<file path="src/rtl/mpq_pkg.sv">
// Shared constants, codes and control types for the min-priority queue.
`timescale 1ns / 1ps
package mpq_pkg;

	localparam int DEPTH  = 16;
	localparam int IDX_W  = $clog2(DEPTH);
	localparam int CNT_W  = $clog2(DEPTH + 1);
	localparam int PRIO_W = 16;
	localparam int VAL_W  = 32;

	typedef enum logic {
		OP_ENQ = 1'b0,
		OP_DEQ = 1'b1
	} op_t;

	typedef enum logic [1:0] {
		ST_OK    = 2'd0,
		ST_EMPTY = 2'd1,
		ST_FULL  = 2'd2
	} status_t;

	typedef enum logic [2:0] {
		S_IDLE,
		S_EXEC,
		S_SCAN,
		S_SHIFT,
		S_RESULT
	} state_t;

	// Commands from the controller to the datapath.
	typedef struct packed {
		logic latch_in;
		logic exec;
		logic scan_step;
		logic shift;
		logic load_out;
	} dp_cmd_t;

	// Status from the datapath to the controller.
	typedef struct packed {
		logic need_scan;
		logic scan_done;
	} dp_stat_t;

endpackage

</file>
<file path="src/rtl/min_priority_queue_fifo_ties_top.sv">
// Top level of the bounded min-priority queue with arrival-order tie breaking.
`timescale 1ns / 1ps
// Usage:
//   Input channel (in_valid / in_stall) carries op, prio_in and value_in.
//   op enqueue appends the pair at the tail; op dequeue removes the entry
//   with the smallest signed priority, the oldest one on a tie.
//   Output channel (out_valid / out_stall) carries one result per transfer
//   in: status (ok, empty, full) and, on a good dequeue, the removed pair.
//   Sequence: an enqueue, a full enqueue or an empty dequeue passes from the
//   input transfer through the execute state to the result state. A dequeue
//   of held entries adds the minimum scan, which reads one stored entry per
//   cycle through the single read mux of the entry store, then the shift
//   state, which compacts the list. Items are handled one at a time; the next
//   transfer in is taken in the cycle after the result is loaded.
//   The result sits in an output register, so a new item is taken while a
//   result still waits. A stalled receiver holds the result; the block then
//   finishes its current item and waits with in_stall high.
//   Reset empties the queue and drops any pending result; no clearing pass.
module min_priority_queue_fifo_ties_top (
	input  logic                              clk,
	input  logic                              arst_n,
	input  logic                              in_valid,
	output logic                              in_stall,
	input  logic                              op,
	input  logic signed [mpq_pkg::PRIO_W-1:0] prio_in,
	input  logic signed [mpq_pkg::VAL_W-1:0]  value_in,
	output logic                              out_valid,
	input  logic                              out_stall,
	output logic [1:0]                        status,
	output logic signed [mpq_pkg::PRIO_W-1:0] prio_out,
	output logic signed [mpq_pkg::VAL_W-1:0]  value_out
);

	// Command and status groups between controller and datapath.
	mpq_pkg::dp_cmd_t  cmd;
	mpq_pkg::dp_stat_t stat;

	// Sequence each item: capture, execute, scan, compact, hand off result.
	mpq_ctrl u_ctrl (
		.clk       (clk),
		.arst_n    (arst_n),
		.in_valid  (in_valid),
		.in_stall  (in_stall),
		.out_valid (out_valid),
		.out_stall (out_stall),
		.stat      (stat),
		.cmd       (cmd)
	);

	// Hold the entries, find the minimum and drive the result payload.
	mpq_dp u_dp (
		.clk       (clk),
		.arst_n    (arst_n),
		.cmd       (cmd),
		.stat      (stat),
		.op        (op),
		.prio_in   (prio_in),
		.value_in  (value_in),
		.status    (status),
		.prio_out  (prio_out),
		.value_out (value_out)
	);

endmodule

</file>
<file path="src/rtl/mpq_ctrl.sv">
// Controller state machine that sequences enqueue, scan, compaction and result.
`timescale 1ns / 1ps
module mpq_ctrl (
	input  logic              clk,
	input  logic              arst_n,
	input  logic              in_valid,
	output logic              in_stall,
	output logic              out_valid,
	input  logic              out_stall,
	input  mpq_pkg::dp_stat_t stat,
	output mpq_pkg::dp_cmd_t  cmd
);

	mpq_pkg::state_t state_q;
	mpq_pkg::state_t state_d;
	logic            out_valid_q;

	always_ff @(posedge clk or negedge arst_n) begin
		if (!arst_n) begin
			state_q     <= mpq_pkg::S_IDLE;
			out_valid_q <= 1'b0;
		end else begin
			state_q <= state_d;
			if (cmd.load_out) begin
				out_valid_q <= 1'b1;
			end else if (out_valid_q && !out_stall) begin
				out_valid_q <= 1'b0;
			end
		end
	end

	always_comb begin
		state_d       = state_q;
		cmd           = '0;
		in_stall      = 1'b1;
		case (state_q)
			mpq_pkg::S_IDLE: begin
				in_stall = 1'b0;
				if (in_valid) begin
					cmd.latch_in = 1'b1;
					state_d      = mpq_pkg::S_EXEC;
				end
			end
			mpq_pkg::S_EXEC: begin
				cmd.exec = 1'b1;
				state_d  = stat.need_scan ? mpq_pkg::S_SCAN : mpq_pkg::S_RESULT;
			end
			mpq_pkg::S_SCAN: begin
				if (stat.scan_done) begin
					state_d = mpq_pkg::S_SHIFT;
				end else begin
					cmd.scan_step = 1'b1;
				end
			end
			mpq_pkg::S_SHIFT: begin
				cmd.shift = 1'b1;
				state_d   = mpq_pkg::S_RESULT;
			end
			mpq_pkg::S_RESULT: begin
				if (!out_valid_q || !out_stall) begin
					cmd.load_out = 1'b1;
					state_d      = mpq_pkg::S_IDLE;
				end
			end
			default: begin
				state_d = mpq_pkg::S_IDLE;
			end
		endcase
	end

	assign out_valid = out_valid_q;

endmodule

</file>
<file path="src/rtl/mpq_dp.sv">
// Datapath: entry storage, minimum scan, compaction and result registers.
`timescale 1ns / 1ps
module mpq_dp (
	input  logic                             clk,
	input  logic                             arst_n,
	input  mpq_pkg::dp_cmd_t                 cmd,
	output mpq_pkg::dp_stat_t                stat,
	input  logic                             op,
	input  logic signed [mpq_pkg::PRIO_W-1:0] prio_in,
	input  logic signed [mpq_pkg::VAL_W-1:0]  value_in,
	output logic [1:0]                       status,
	output logic signed [mpq_pkg::PRIO_W-1:0] prio_out,
	output logic signed [mpq_pkg::VAL_W-1:0]  value_out
);

	logic signed [mpq_pkg::PRIO_W-1:0] prio_mem_q  [mpq_pkg::DEPTH];
	logic signed [mpq_pkg::VAL_W-1:0]  value_mem_q [mpq_pkg::DEPTH];
	logic [mpq_pkg::CNT_W-1:0]         fill_q;

	logic                              op_q;
	logic signed [mpq_pkg::PRIO_W-1:0] prio_in_q;
	logic signed [mpq_pkg::VAL_W-1:0]  value_in_q;

	logic [mpq_pkg::CNT_W-1:0]         idx_q;
	logic [mpq_pkg::IDX_W-1:0]         best_idx_q;
	logic signed [mpq_pkg::PRIO_W-1:0] best_prio_q;
	logic signed [mpq_pkg::VAL_W-1:0]  best_value_q;

	mpq_pkg::status_t                  res_status_q;
	logic signed [mpq_pkg::PRIO_W-1:0] res_prio_q;
	logic signed [mpq_pkg::VAL_W-1:0]  res_value_q;
	mpq_pkg::status_t                  out_status_q;
	logic signed [mpq_pkg::PRIO_W-1:0] out_prio_q;
	logic signed [mpq_pkg::VAL_W-1:0]  out_value_q;

	logic                              is_full;
	logic                              is_empty;
	logic                              is_enq;
	logic signed [mpq_pkg::PRIO_W-1:0] scan_prio;
	logic signed [mpq_pkg::VAL_W-1:0]  scan_value;

	assign is_full    = (fill_q == mpq_pkg::CNT_W'(mpq_pkg::DEPTH));
	assign is_empty   = (fill_q == '0);
	assign is_enq     = (op_q == mpq_pkg::OP_ENQ);
	assign scan_prio  = prio_mem_q[idx_q[mpq_pkg::IDX_W-1:0]];
	assign scan_value = value_mem_q[idx_q[mpq_pkg::IDX_W-1:0]];

	assign stat.need_scan = !is_enq && !is_empty;
	assign stat.scan_done = (idx_q >= fill_q);

	// Fill count.
	always_ff @(posedge clk or negedge arst_n) begin
		if (!arst_n) begin
			fill_q <= '0;
		end else if (cmd.exec && is_enq && !is_full) begin
			fill_q <= fill_q + 1'b1;
		end else if (cmd.shift) begin
			fill_q <= fill_q - 1'b1;
		end
	end

	// Storage: append at the tail, close the gap after a removal.
	always_ff @(posedge clk) begin
		if (cmd.exec && is_enq && !is_full) begin
			prio_mem_q[fill_q[mpq_pkg::IDX_W-1:0]]  <= prio_in_q;
			value_mem_q[fill_q[mpq_pkg::IDX_W-1:0]] <= value_in_q;
		end else if (cmd.shift) begin
			for (int j = 0; j < mpq_pkg::DEPTH - 1; j++) begin
				if (mpq_pkg::IDX_W'(j) >= best_idx_q) begin
					prio_mem_q[j]  <= prio_mem_q[j + 1];
					value_mem_q[j] <= value_mem_q[j + 1];
				end
			end
		end
	end

	// Input hold, scan state and result registers.
	always_ff @(posedge clk) begin
		if (cmd.latch_in) begin
			op_q       <= op;
			prio_in_q  <= prio_in;
			value_in_q <= value_in;
		end
		if (cmd.exec) begin
			res_prio_q   <= '0;
			res_value_q  <= '0;
			idx_q        <= mpq_pkg::CNT_W'(1);
			best_idx_q   <= '0;
			best_prio_q  <= prio_mem_q[0];
			best_value_q <= value_mem_q[0];
			if (is_enq) begin
				res_status_q <= is_full ? mpq_pkg::ST_FULL : mpq_pkg::ST_OK;
			end else begin
				res_status_q <= is_empty ? mpq_pkg::ST_EMPTY : mpq_pkg::ST_OK;
			end
		end
		if (cmd.scan_step) begin
			// Strict less-than keeps the oldest entry on a tie.
			if (scan_prio < best_prio_q) begin
				best_idx_q   <= idx_q[mpq_pkg::IDX_W-1:0];
				best_prio_q  <= scan_prio;
				best_value_q <= scan_value;
			end
			idx_q <= idx_q + 1'b1;
		end
		if (cmd.shift) begin
			res_prio_q  <= best_prio_q;
			res_value_q <= best_value_q;
		end
		if (cmd.load_out) begin
			out_status_q <= res_status_q;
			out_prio_q   <= res_prio_q;
			out_value_q  <= res_value_q;
		end
	end

	assign status    = out_status_q;
	assign prio_out  = out_prio_q;
	assign value_out = out_value_q;

	a_fill_bound: assert property (@(posedge clk) disable iff (!arst_n)
		fill_q <= mpq_pkg::CNT_W'(mpq_pkg::DEPTH))
		else $error("fill count above depth");

	a_shift_nonempty: assert property (@(posedge clk) disable iff (!arst_n)
		cmd.shift |-> !is_empty)
		else $error("compaction on an empty queue");

	a_scan_in_range: assert property (@(posedge clk) disable iff (!arst_n)
		cmd.scan_step |-> (idx_q < fill_q) && (mpq_pkg::CNT_W'(best_idx_q) < idx_q))
		else $error("scan index outside held entries");

	a_enq_grows: assert property (@(posedge clk) disable iff (!arst_n)
		(cmd.exec && is_enq && !is_full) |=> (fill_q == $past(fill_q) + 1'b1))
		else $error("enqueue did not grow the fill count");

endmodule

</file>
<file path="config.mk">
export PLATFORM = sky130hd
export DESIGN_NAME = min_priority_queue_fifo_ties_top
export DESIGN_NICKNAME = d
export VERILOG_FILES = /design/src/rtl/mpq_pkg.sv /design/src/rtl/min_priority_queue_fifo_ties_top.sv /design/src/rtl/mpq_ctrl.sv /design/src/rtl/mpq_dp.sv
export SDC_FILE = /design/constraint.sdc
export NUM_CORES = 1
export LEC_CHECK = 0
export BUFFER_PORTS_ARGS = -buffer_cell sky130_fd_sc_hd__buf_2
export CAP_MARGIN = 0
export CORE_AREA = 2 2 442 444
export DETAILED_ROUTE_END_ITERATION = 10
export DIE_AREA = 0 0 444 446
export PLACE_DENSITY = 0.41
export SYNTH_ARGS = -nofsm -noshare
export SYNTH_HDL_FRONTEND = slang
export SYNTH_SLANG_ARGS = --single-unit
</file>
<file path="constraint.sdc">
create_clock -name clk -period 6.77 [get_ports clk]
set_input_delay 0.3385 -clock clk [delete_from_list [all_inputs] [get_ports clk]]
set_output_delay 0.3385 -clock clk [all_outputs]
set_load 0.03 [all_outputs]
</file>
Yosys cells after proc, flatten, opt, wreduce, memory -nomap -nowiden:

Memory sizes are Yosys's and may differ from the RTL's. A register that Yosys moved wholly into a read port is not among the register bits.
Cells that the tools add are included.

* memory bits (writable): 768
* output and inout bits: 52
* logic and storage cells: 171
* memory bits (read-only): 0
* input bits: 53
* memories kept: 2
* register bits: 215
* latch bits: 0

Memories
* u_dp.value_mem_q: words 16, width 32, read ports 17, clocked after Yosys merged registers in 1, write ports 15, RTL line mpq_dp.sv:17 `logic signed [mpq_pkg::VAL_W-1:0] value_mem_q [mpq_pkg::DEPTH];`
* u_dp.prio_mem_q: words 16, width 16, read ports 17, clocked after Yosys merged registers in 1, write ports 15, RTL line mpq_dp.sv:16 `logic signed [mpq_pkg::PRIO_W-1:0] prio_mem_q [mpq_pkg::DEPTH];`

* $add $sub $neg: 3
* equal/unequal tests: 8
* bitwise operators: 1
* shift operators: 0
* multiply operators: 0
* mux-type cells: 106
* magnitude comparators: 17
* divide/modulo/power cells: 0
* reduce and logical (&&, ||, !) cells: 18

Operator list (count)
* two-way mux 32 bit: 6
* two-way mux 16 bit: 6
* two-way mux 1 bit: 76
* OR reduction 32 bit: 1
* >= comparator 4 bit, first input constant: 7
* two-way mux 4 bit: 7
* two-way mux 5 bit: 4
* >= comparator 3 x 4 -> 1 bit, first input constant: 4
* < comparator 16 bit: 1
* OR reduction 16 bit: 1
* one-hot mux 3 bit (5 select lines): 1
* two-way mux 3 bit: 4
* adder 5 x 1 -> 5 bit, second input constant: 2
* >= comparator 1 x 4 -> 1 bit, first input constant: 2
* >= comparator 2 x 4 -> 1 bit, first input constant: 2
* nonzero test 2 bit: 4
* == test 3 x 2 -> 1 bit, second input constant: 2
* == test 5 bit, second input constant: 1
* >= comparator 5 bit: 1
* zero test 5 bit: 1
* subtractor 5 x 1 -> 5 bit, second input constant: 1
* logical AND 1 bit: 4
* zero test 1 bit: 4
* two-way mux 2 bit: 2
* 8 further kinds: 9

Longest topological paths before layout:

Gate-level depths: netlist of the first run.

* word-level depth: 8
* mapped depth: 17
* mapped depth without buffers: 10

Cells and area by module:

A second synthesis of the first run with hierarchy kept.

* cells, all modules: 2692
* area total of the unflattened synthesis: 45912.8 µm²

By module, submodules not included
* mpq_dp: sequential area each 28932.7 µm², instances 1, area each 45700.1 µm², cells an instance 2670
* mpq_ctrl: sequential area each 100.1 µm², instances 1, area each 212.7 µm², cells an instance 22

Least setup slack after synthesis of the first run:

OpenSTA, ideal clock, no wires.

* kind: register -> register
* from: reg u_ctrl.state_q[0]
* to: mem u_dp.prio_mem_q[10][0] in the netlist's numbering, enable pin
* cell stages (with the launch flop): 7
* library setup time: 520 ps
* period minus slack after synthesis: 5182 ps
* path slack: 1588 ps
* buffers on the path: 1
* data required time: 6250 ps
* arrival time: 4662 ps
* path through: dfrtp_1 > nor2b_1 > buf_2 > nand2b_1 > nor2_1 > nand3_1 > o21ai_0

RTL lines
* start: declaration: RTL line mpq_ctrl.sv:14 `mpq_pkg::state_t state_q;`
* start signal: assignment: RTL line mpq_ctrl.sv:20 `state_q <= mpq_pkg::S_IDLE;`
* start signal: assignment: RTL line mpq_ctrl.sv:23 `state_q <= state_d;`
* end: declaration: RTL line mpq_dp.sv:16

==> results of run 1 <==
cell families after synthesis:
group           after synthesis  share of synthesized area
flops                       987                     0.6051
mux                         920                     0.2595
simple gates                570                    0.05260
buf+inv                     313                    0.02741
compound gates              309                    0.04743
fa+ha+maj                    25                   0.006676
xor+xnor                      7                   0.001278
Yosys cell counts (9+ instances only):
| library cell | number |
|---|---|
| a21o_1 | 51 |
| nand2_1 | 355 |
| edfxtp_1 | 922 |
| nor3_1 | 53 |
| o22ai_1 | 55 |
| and3_1 | 36 |
| a22oi_1 | 94 |
| mux2i_1 | 55 |
| mux2_1 | 9 |
| buf_2 | 61 |
| ha_1 | 24 |
| mux4_2 | 192 |
| dfrtp_1 | 9 |
| inv_1 | 30 |
| nor2_1 | 31 |
| o221ai_1 | 47 |
| a21oi_1 | 14 |
| buf_1 | 23 |
| mux2_2 | 664 |
| nor4_1 | 50 |
| clkbuf_1 | 184 |
| o21ai_0 | 18 |
| dfxtp_1 | 56 |
| nand3_1 | 18 |
| buf_4 | 11 |
path summary, 6_finish.rpt:
check	startpoint	endpoint	slack, ns
max	flop	u_dp.best_value_q[30]	1.61
min	op	u_dp.op_q	0.28
max reg2reg	flop	u_dp.best_value_q[30]	1.61
min reg2reg	u_dp.res_value_q[2]	u_dp.value_out[2]	0.41
max in group asynchronous	arst_n	u_ctrl.out_valid	5.80
min in group asynchronous	arst_n	u_dp.fill_q[1]	0.62
worst max-delay path, cell delays in order, from the launching register on:
cell,delay (ns)
dfxtp_4,0.97
nor2_1,0.47
buf_4,0.31
a22oi_1,0.20
nand2_1,0.15
ha_2,0.29
buf_4,0.35
inv_2,0.13
buf_4,0.62
nand2_2,0.89
o31ai_1,0.51
nor3_1,0.10
stage by stage:
stage / cells / cell area (um^2)
floorplan: 3131 / 47980
global placement: 5577 / 51560
detailed placement: 5577 / 51560
CTS: 5837 / 55660
global route: 5838 / 55660
finish: 5839 / 55660
repair_timing:
item                                   4_1_cts  5_1_grt
setup buffers                                0        0
hold buffers                                53        0
endpoints found under the hold margin       61        0
state kept, by name, indices dropped and copies added, names as in the netlist, 16 cells and up, named ones only:
name,cells
u_dp.best_value_q,32
u_dp.prio_out,16
u_dp.value_mem_q,512
u_dp.res_value_q,32
u_dp.value_out,32
u_dp.prio_in_q,16
u_dp.value_in_q,32
u_dp.res_prio_q,16
u_dp.best_prio_q,16
u_dp.prio_mem_q,256
report_power, final:
group	switching (W)	total, W	internal (W)
Combinational	0.00654	0.0106	0.00407
Sequential	0.00101	0.00929	0.00828
Clock	0.00270	0.00610	0.00341
placed cells by master, fill, tap and decap left out, drive strengths merged, types with 51 or more instances in the layout:
master	netlist	final
dfxtp	56	56
buf	98	186
nor3	53	53
a21o	51	51
mux2	673	673
mux2i	55	55
o22ai	55	55
nand2	355	355
clkinv	1	57
mux4	192	192
edfxtp	922	922
clkbuf	184	137
a22oi	94	94
dlygate4sd3	0	53
cell type report:
type,instances,area share
clock buffers,137,0.05314
repair buffers,239,0.03106
multi-input cells,1831,0.3237
diodes,2,0.00008991
clock inverters,70,0.01099
well taps,2542,0.05714
flip-flops and latches,987,0.5218
inverters,31,0.002113
layer usage:
| metal | share of wire | vias up |
|---|---|---|
| li1 | - | 12512 |
| met1 | 0.47 | 15378 |
| met2 | 0.46 | 797 |
| met3 | 0.049 | 157 |
| met4 | 0.018 | 0 |
| met5 | 0 | - |
==> metrics, run 1 <==
number of max-cap violations 0; post-route ant nets 0; TNS Setup 0 ns; top-level I/O count 105; maximum VDD drop just under 500 uV; Synth Register Bits 987; met1 usage 0.2359; Final Power 0.02600 W; Remaining DRCs 0; Sequential Area 29040 um^2; GRT Util Overall 0.1630; Chip Width 444 um; largest net degree at the start of global routing 82; final hold violation count 0; Leakage approximately 19 nW; IO Port Bufs 104; PwrDens 467.0 nW/um^2; worst-case reg-to-reg path depth 11; run status completed; routed len/inst 28.15 um; Clock Tree Buf Depth 3; placed wire-length estimate 96970 um; Hold Crit Depth 2; Synth Cell Area 47980 um^2; P&R area growth vs syn 16.01%; final period utilization 0.7624; top post-synthesis cells by area edfxtp_1 58%, mux2_2 16%, mux4_2 9.0%, nand2_1 2.8%, dfxtp_1 2.3%; Highest Clock Rate 0.1937 GHz; Slew @ Worst Pin 1.217 ns; GRT busiest layer met2; CP Launch Type flop; Worst Clk Skew 0.04749 ns; Tmin final around 5.2 ns; Worst EP required 7.43 ns; DIE HEIGHT 446 um; CP Capture Type flop; Multi-input gate area 18020 um^2; Yosys cell types 56; Worst EP arrival 5.82 ns; Mapped Cells 3131; final WL 164400 um; Root Buffer clkbuf_16; core area 193600 um^2; clock buffer count from CTS 113; syn_area_per_cell 15.32 um^2; Synth area leader edfxtp_1; clk sink count 987; CTS tree done; antenna violations before repair 9; CTS H-tree depth 3; Hold Path Class input pin to flop; Yosys warnings 0; DRT iter0 DRCs 2470; via count 28844; Overflow after GRT 0; Mapped Nets between 3000 and 4000; WS Path Type flop to flop; hold slack 0.2813 ns; Initial Utilization 0.2479; Max Slew Vio Count 0; RSZ-0062 raised after global routing false; vias per cell between 4 and 5; fin nets 3281; fin util 0.2876; TritonRoute pass-1 iters 7; largest fanout on the critical path 58; num rows 162; post_cts resized 0; pre-CTS setup slack ~1.6 ns; Worst-Skew Late Latency a little under 0.8 ns; first-pass GRT wire length 233600 um; sequential share of the synthesized area 0.6051; Synth Flop Type edfxtp_1; Worst slew margin 0.1859; GPL Wtd Cong 0.7749; GR Util met2 0.2576; final-report setup violation count 0; Post-synth EDFFs 922; final setup margin 1.608 ns; Worst-path clk slew roughly 0.060 ns; Fill cells 19328; die area roughly 200000 um^2; grt met3 use 0.02200; top-area cell type share of the netlist area 0.5770; ratio of cells with drive above 1 in the final layout 0.3818; fraction of registers with async set/reset 0.009119; vias in the first global route 29269
No activity file was read; power rests on OpenSTA's default activity.
==> inputs of run 2 (changes only) <==
- clock period: 6.77 -> 5.3 ns (I/O delays scaled with it)
==> run 2 against run 1 <==
Net effect: register-to-register slack got worse by 0.69 ns; worst hold slack got worse by 0.059 ns; worst setup slack worse by 0.69 ns; sequential share of layout area down 0.55 points; largest power group unchanged; final area is 1.1% higher; global-route usage rose by 0.41 points; power is 31% higher.
==> metrics, run 2 (synthesized netlist as in run 1, its figures left out) <==
hold endpoint u_dp.value_in_q[6]; top-level I/O count 105; most frequent cells in the layout 922 x edfxtp_1, 664 x mux2_2, 346 x nand2_1, 192 x mux4_2, 117 x clkbuf_16; clk sink count 987; CTS tree done; cell with the largest stage delay on the worst path and2_2; Clock Tree Buf Depth 3; P&R area growth vs syn 17.25%; Hold Crit Depth 2; DRT iter0 DRCs roughly 2500; Top Registers u_dp.value_mem_q x512, u_dp.prio_mem_q x256; via count between 20000 and 30000; Tmin final roughly 4.4 ns; run status completed; IO Port Bufs 104; worst-case reg-to-reg path depth 12; FF-to-FF setup slack 0.92 ns; Largest delay share family, worst path compound AO/OA/AOI/OAI gates; RSZ-0062 raised after global routing false; CP Capture Type flop; ratio of cells with drive above 1 in the final layout 0.3859; vias in the first global route about 30000; GPL Wtd Cong 0.8001; vias per cell roughly 5; Max Slew Vio Count 0; final-report setup violation count 0; Worst EP arrival 5.04 ns; GRT Util Overall 0.1670; critical path buffer and inverter count 2; Hold Path Class input pin to flop; Worst slew margin 0.1792; PwrDens 607.0 nW/um^2; Final Power 0.03415 W; Worst-Skew Late Latency 0.78 ns; WS Path Type flop to flop; maximum VDD drop 703.2 uV; max reg flops ~510; largest net degree at the start of global routing 97; Initial Utilization 0.2479; Worst Clk Skew between 0.05 and 0.06 ns; Overflow after GRT 0; most flop-heavy register u_dp.value_mem_q; TNS Setup 0 ns; antenna violations before repair 2; CP Launch Type flop; number of max-cap violations 0; Root Buffer clkbuf_16; final WL 167200 um; die area 198000 um^2; most common cell after layout, fill and taps aside edfxtp_1; Worst-path clk slew ~0.060 ns; final setup margin approximately 0.92 ns; worst-path cell chain buf_12 -> mux4_2 -> a22oi_1 -> nand2_1 -> ha_1 -> a41oi_1 -> o21ai_0 -> a211oi_4 -> and2_2 -> buf_12 -> o221ai_1 -> nor3_1; CTS H-tree depth 3; Remaining DRCs 0; Fill cells 19202; Slew @ Worst Pin ~1.2 ns; core area between 150000 and 200000 um^2; DIE HEIGHT 446 um; pre-CTS setup slack 0.9774 ns; Reg-to-Reg End u_dp.best_prio_q[6]; routed len/inst 28.56 um; final hold violation count 0; final period utilization 0.8271; num rows approximately 160; clock buffer count from CTS 115; placed wire-length estimate slightly below 100000 um; Worst EP required 5.95 ns; largest fanout on the critical path 28; post-route ant nets 0; Max stage delay on crit path ~0.7 ns; Highest Clock Rate between 0.2 and 0.25 GHz; TritonRoute pass-1 iters 5; first-pass GRT wire length about 240000 um; Chip Width 444 um; post_cts resized 0; fin nets 3293; most frequent CP cell buf_12; hold path startpoint value_in[6]; Leakage 19.03 nW
-- run 2: changes by cell type in the layout (fill, tap and decap cells not counted), moves of 3 or more --
cell and change:
buf_12 +18, buf_4 -8, bufinv_16 +6, clkbuf_1 +13, clkbuf_16 +4, clkinv_1 -16
clkinv_2 -4, clkinvlp_4 +3, inv_16 -3
-- run 2: how the worst max path moves through the flow --
stage | start | endpoint | slack, ns | depth (start not counted)
6_report | flop | u_dp.best_prio_q[6] | 0.92 | 12
4_1_cts | flop | u_dp.best_prio_q[14] | 0.91 | 12
5_1_grt | flop | u_dp.best_prio_q[11] | 0.66 | 12
3_3_place_gp | flop | u_dp.best_prio_q[1] | 1.04 | 12
2_1_floorplan | u_ctrl.state_q[0] | u_dp.prio_mem_q[10][0] | 0.12 | 6
3_5_place_dp | flop | u_dp.best_prio_q[14] | 0.98 | 12
-- run 2: timing repair --
action	in CTS	in global routing
buffers inserted	0	0
endpoints found under the hold margin	80	0
hold buffers	53	0
-- run 2: layout make-up --
cell class / count / area [um^2] / area share
sequential: 987 / 29040 / 0.5163
multi-input combinational: 1831 / 18020 / 0.3203
tap: 2542 / 3181 / 0.05653
clock buffer: 156 / 3134 / 0.05571
timing repair buffer: 249 / 2029 / 0.03607
clock inverter: 58 / 730.7 / 0.01299
inverter: 31 / 117.6 / 0.002091
antenna: 2 / 5.005 / 0.00008896
-- run 2: worst register-to-register path, stage by stage (launching register included) --
cell      delay, ns
dfxtp_4        0.54
buf_12         0.29
mux4_2         0.60
a22oi_1        0.20
nand2_1        0.15
ha_1           0.32
a41oi_1        0.19
o21ai_0        0.26
a211oi_4       0.48
and2_2         0.70
buf_12         0.26
o221ai_1       0.14
nor3_1         0.17
-- run 2: power breakdown --
| group | internal (W) | switching [W] | total, W | leakage, nW |
|---|---|---|---|---|
| Sequential | 0.0106 | 0.00114 | 0.0117 | 8.97 |
| Clock | 0.00483 | 0.00348 | 0.00831 | 1.88 |
| Combinational | 0.00548 | 0.00866 | 0.0141 | 8.18 |
-- run 2: layer usage --
layer  track usage  wire length [um]  up-vias
li1              -                 -    12560
met1        0.2431             79380    15476
met2        0.2599             76000      911
met3       0.02197              8385      196
met4       0.04496              3470        0
met5             0                 0        -
-- run 2: per-stage QoR --
step | util | cell area (um^2) | hold WS (ns) | cells
6_report | 0.2906 | 56260 | 0.2228 | 5856
5_1_grt | 0.2906 | 56260 | 0.1965 | 5855
4_1_cts | 0.2906 | 56250 | 0.1486 | 5854
3_5_place_dp | 0.2679 | 51860 | 0.1540 | 5587
3_3_place_gp | 0.2679 | 51860 | 0.1622 | 5587
2_1_floorplan | - | 47980 | -0.03059 | 3131
==> inputs of run 3 (changes only) <==
- PLACE_DENSITY: 0.41 -> 0.42
- clock period: 5.3 -> 3.84 ns (I/O delays scaled with it)
==> run 3 against run 2 <==
Net effect: non-clock buffer count up 74; die area unchanged; sequential power up 38%; critical endpoint is now u_dp.best_idx_q[0]; largest power group unchanged.
==> metrics, run 3 (synthesized netlist as in run 1, its figures left out) <==
P&R area growth vs syn 18.88%; post-route ant nets 0; DIE HEIGHT 446 um; IO Port Bufs 104; placed inst area 52640 um^2; die area 198000 um^2; Worst-Skew Late Latency a little under 0.8 ns; Worst slew margin 0.2163; TritonRoute pass-1 iters 7; top-level I/O count 105; Design Area, Final 57040 um^2; Final Power 0.04801 W; FF-to-FF setup slack 0.09 ns; final WL 174000 um; clk sink count a little under 1000; Chip Width 444 um; final hold violation count 0; first-pass GRT wire length 244400 um; DRT iter0 DRCs 2642; Root Buffer clkbuf_16; Clock Tree Buf Depth 3; final period utilization 0.9755; Initial Utilization 0.2479; fin nets approximately 3400; largest net degree at the start of global routing 67; Leakage about 20 nW; hold path startpoint value_in[5]; placed wire-length estimate 97250 um; routed len/inst 29.33 um; Hold Crit Depth 2; Tmin final 3.746 ns; GRT Util Overall 0.1722; CTS H-tree depth 3; via count between 20000 and 30000; Overflow after GRT 0; maximum VDD drop 881.6 uV; Max Slew Vio Count 0; CP Capture Type flop; CP Launch Type flop; Highest Clock Rate approximately 0.27 GHz; hold endpoint u_dp.value_in_q[5]; GPL Wtd Cong between 0.7 and 0.8; vias in the first global route 30524; most common cell after layout, fill and taps aside edfxtp_1; core area 193600 um^2; final-report setup violation count 0; run status completed; Slew @ Worst Pin 1.176 ns; antenna violations before repair 6; Reg-to-Reg End u_dp.best_idx_q[0]; TNS Setup 0 ns; ratio of cells with drive above 1 in the final layout 0.3995; clock buffer count from CTS 115; Worst EP arrival 4.39 ns; worst-case reg-to-reg path depth 12; Worst Clk Skew 0.05706 ns; Top Registers u_dp.value_mem_q x512, u_dp.prio_mem_q x256; RSZ-0062 raised after global routing true; PwrDens 841.7 nW/um^2; number of max-cap violations 0; Remaining DRCs 0; hold slack 0.1452 ns; CTS tree done; max reg flops between 500 and 600; largest fanout on the critical path 15; most frequent cells in the layout 922 x edfxtp_1, 664 x mux2_2, 342 x nand2_1, 192 x mux4_2, 118 x clkbuf_16; Worst EP required 4.49 ns; vias per cell 5.026; WS Path Type flop to flop; Hold Path Class input pin to flop; num rows 162; Worst-path clk slew 0.06 ns; most flop-heavy register u_dp.value_mem_q
run 3: changes by cell type in the layout (fill, tap and decap cells not counted), sizes merged:
cell | before | now
clkbuf | 156 | 151
bufinv | 14 | 6
o2111ai | 1 | 2
clkinv | 39 | 57
diode | 2 | 1
buf | 196 | 267
clkinvlp | 4 | 3
inv | 32 | 33
run 3: per-stage QoR:
stage | util | worst slack, ns | cells
2_1_floorplan | - | -0.06774 | 3131
3_3_place_gp | 0.2719 | 0.005805 | 5643
3_5_place_dp | 0.2719 | -0.1244 | 5643
4_1_cts | 0.2932 | 0.001903 | 5913
5_1_grt | 0.2947 | -0.002851 | 5931
6_report | 0.2947 | 0.09395 | 5932
run 3: routing by layer:
| metal | GRT usage | vias up | routed length, um |
|---|---|---|---|
| met3 | 0.02550 | 231 | 9122 |
| met1 | 0.2400 | 15894 | 79110 |
| met5 | 0 | - | 12 |
| li1 | - | 12699 | - |
| met2 | 0.2770 | 988 | 81430 |
| met4 | 0.04930 | 2 | 4330 |
run 3: worst max-delay path, cell delays in order (launching register included):
cell,delay (ns)
dfxtp_4,0.44
buf_12,0.20
mux4_2,0.55
a22oi_1,0.34
nand2_2,0.15
ha_1,0.34
and4_1,0.28
and3_1,0.22
buf_4,0.16
o2111ai_2,0.17
buf_4,0.19
a311o_1,0.30
a311o_1,0.27
run 3: worst max-delay path by stage:
stage	startpoint	slack, ns	depth (start not counted)	to
floorplan	u_ctrl.state_q[0]	-0.07	6	u_dp.prio_mem_q[10][0]
global placement	flop	0.006	12	u_dp.best_value_q[8]
detailed placement	flop	-0.12	12	u_dp.best_value_q[3]
CTS	flop	0.002	12	u_dp.best_idx_q[3]
global route	flop	-0.003	15	u_dp.best_value_q[4]
finish	flop	0.09	12	u_dp.best_idx_q[0]
run 3: layout make-up:
type                            count  area (um^2)
Antenna cell                        1        2.502
Clock buffer                      148         3002
Clock inverter                     68        566.8
Fill cell                       19203       136500
Inverter                           31        117.6
Multi-Input combinational cell   1832        18100
Sequential cell                   987        29040
Tap cell                         2542         3181
Timing Repair Buffer              323         3028
run 3: what timing repair did:
item,in CTS,in global routing
pin swaps,1,1
hold endpoints to repair,80,0
cloned,0,4
hold buffers,53,0
resized for setup,1,18
buffers inserted,1,14
setup endpoints to repair,52,52
run 3: power by group:
group	switching (W)	leakage, nW	internal (W)
Sequential	0.00152	8.97	0.0146
Combinational	0.0126	8.70	0.00858
Clock	0.00480	1.74	0.00593
Total	0.0189	19.4	0.0291
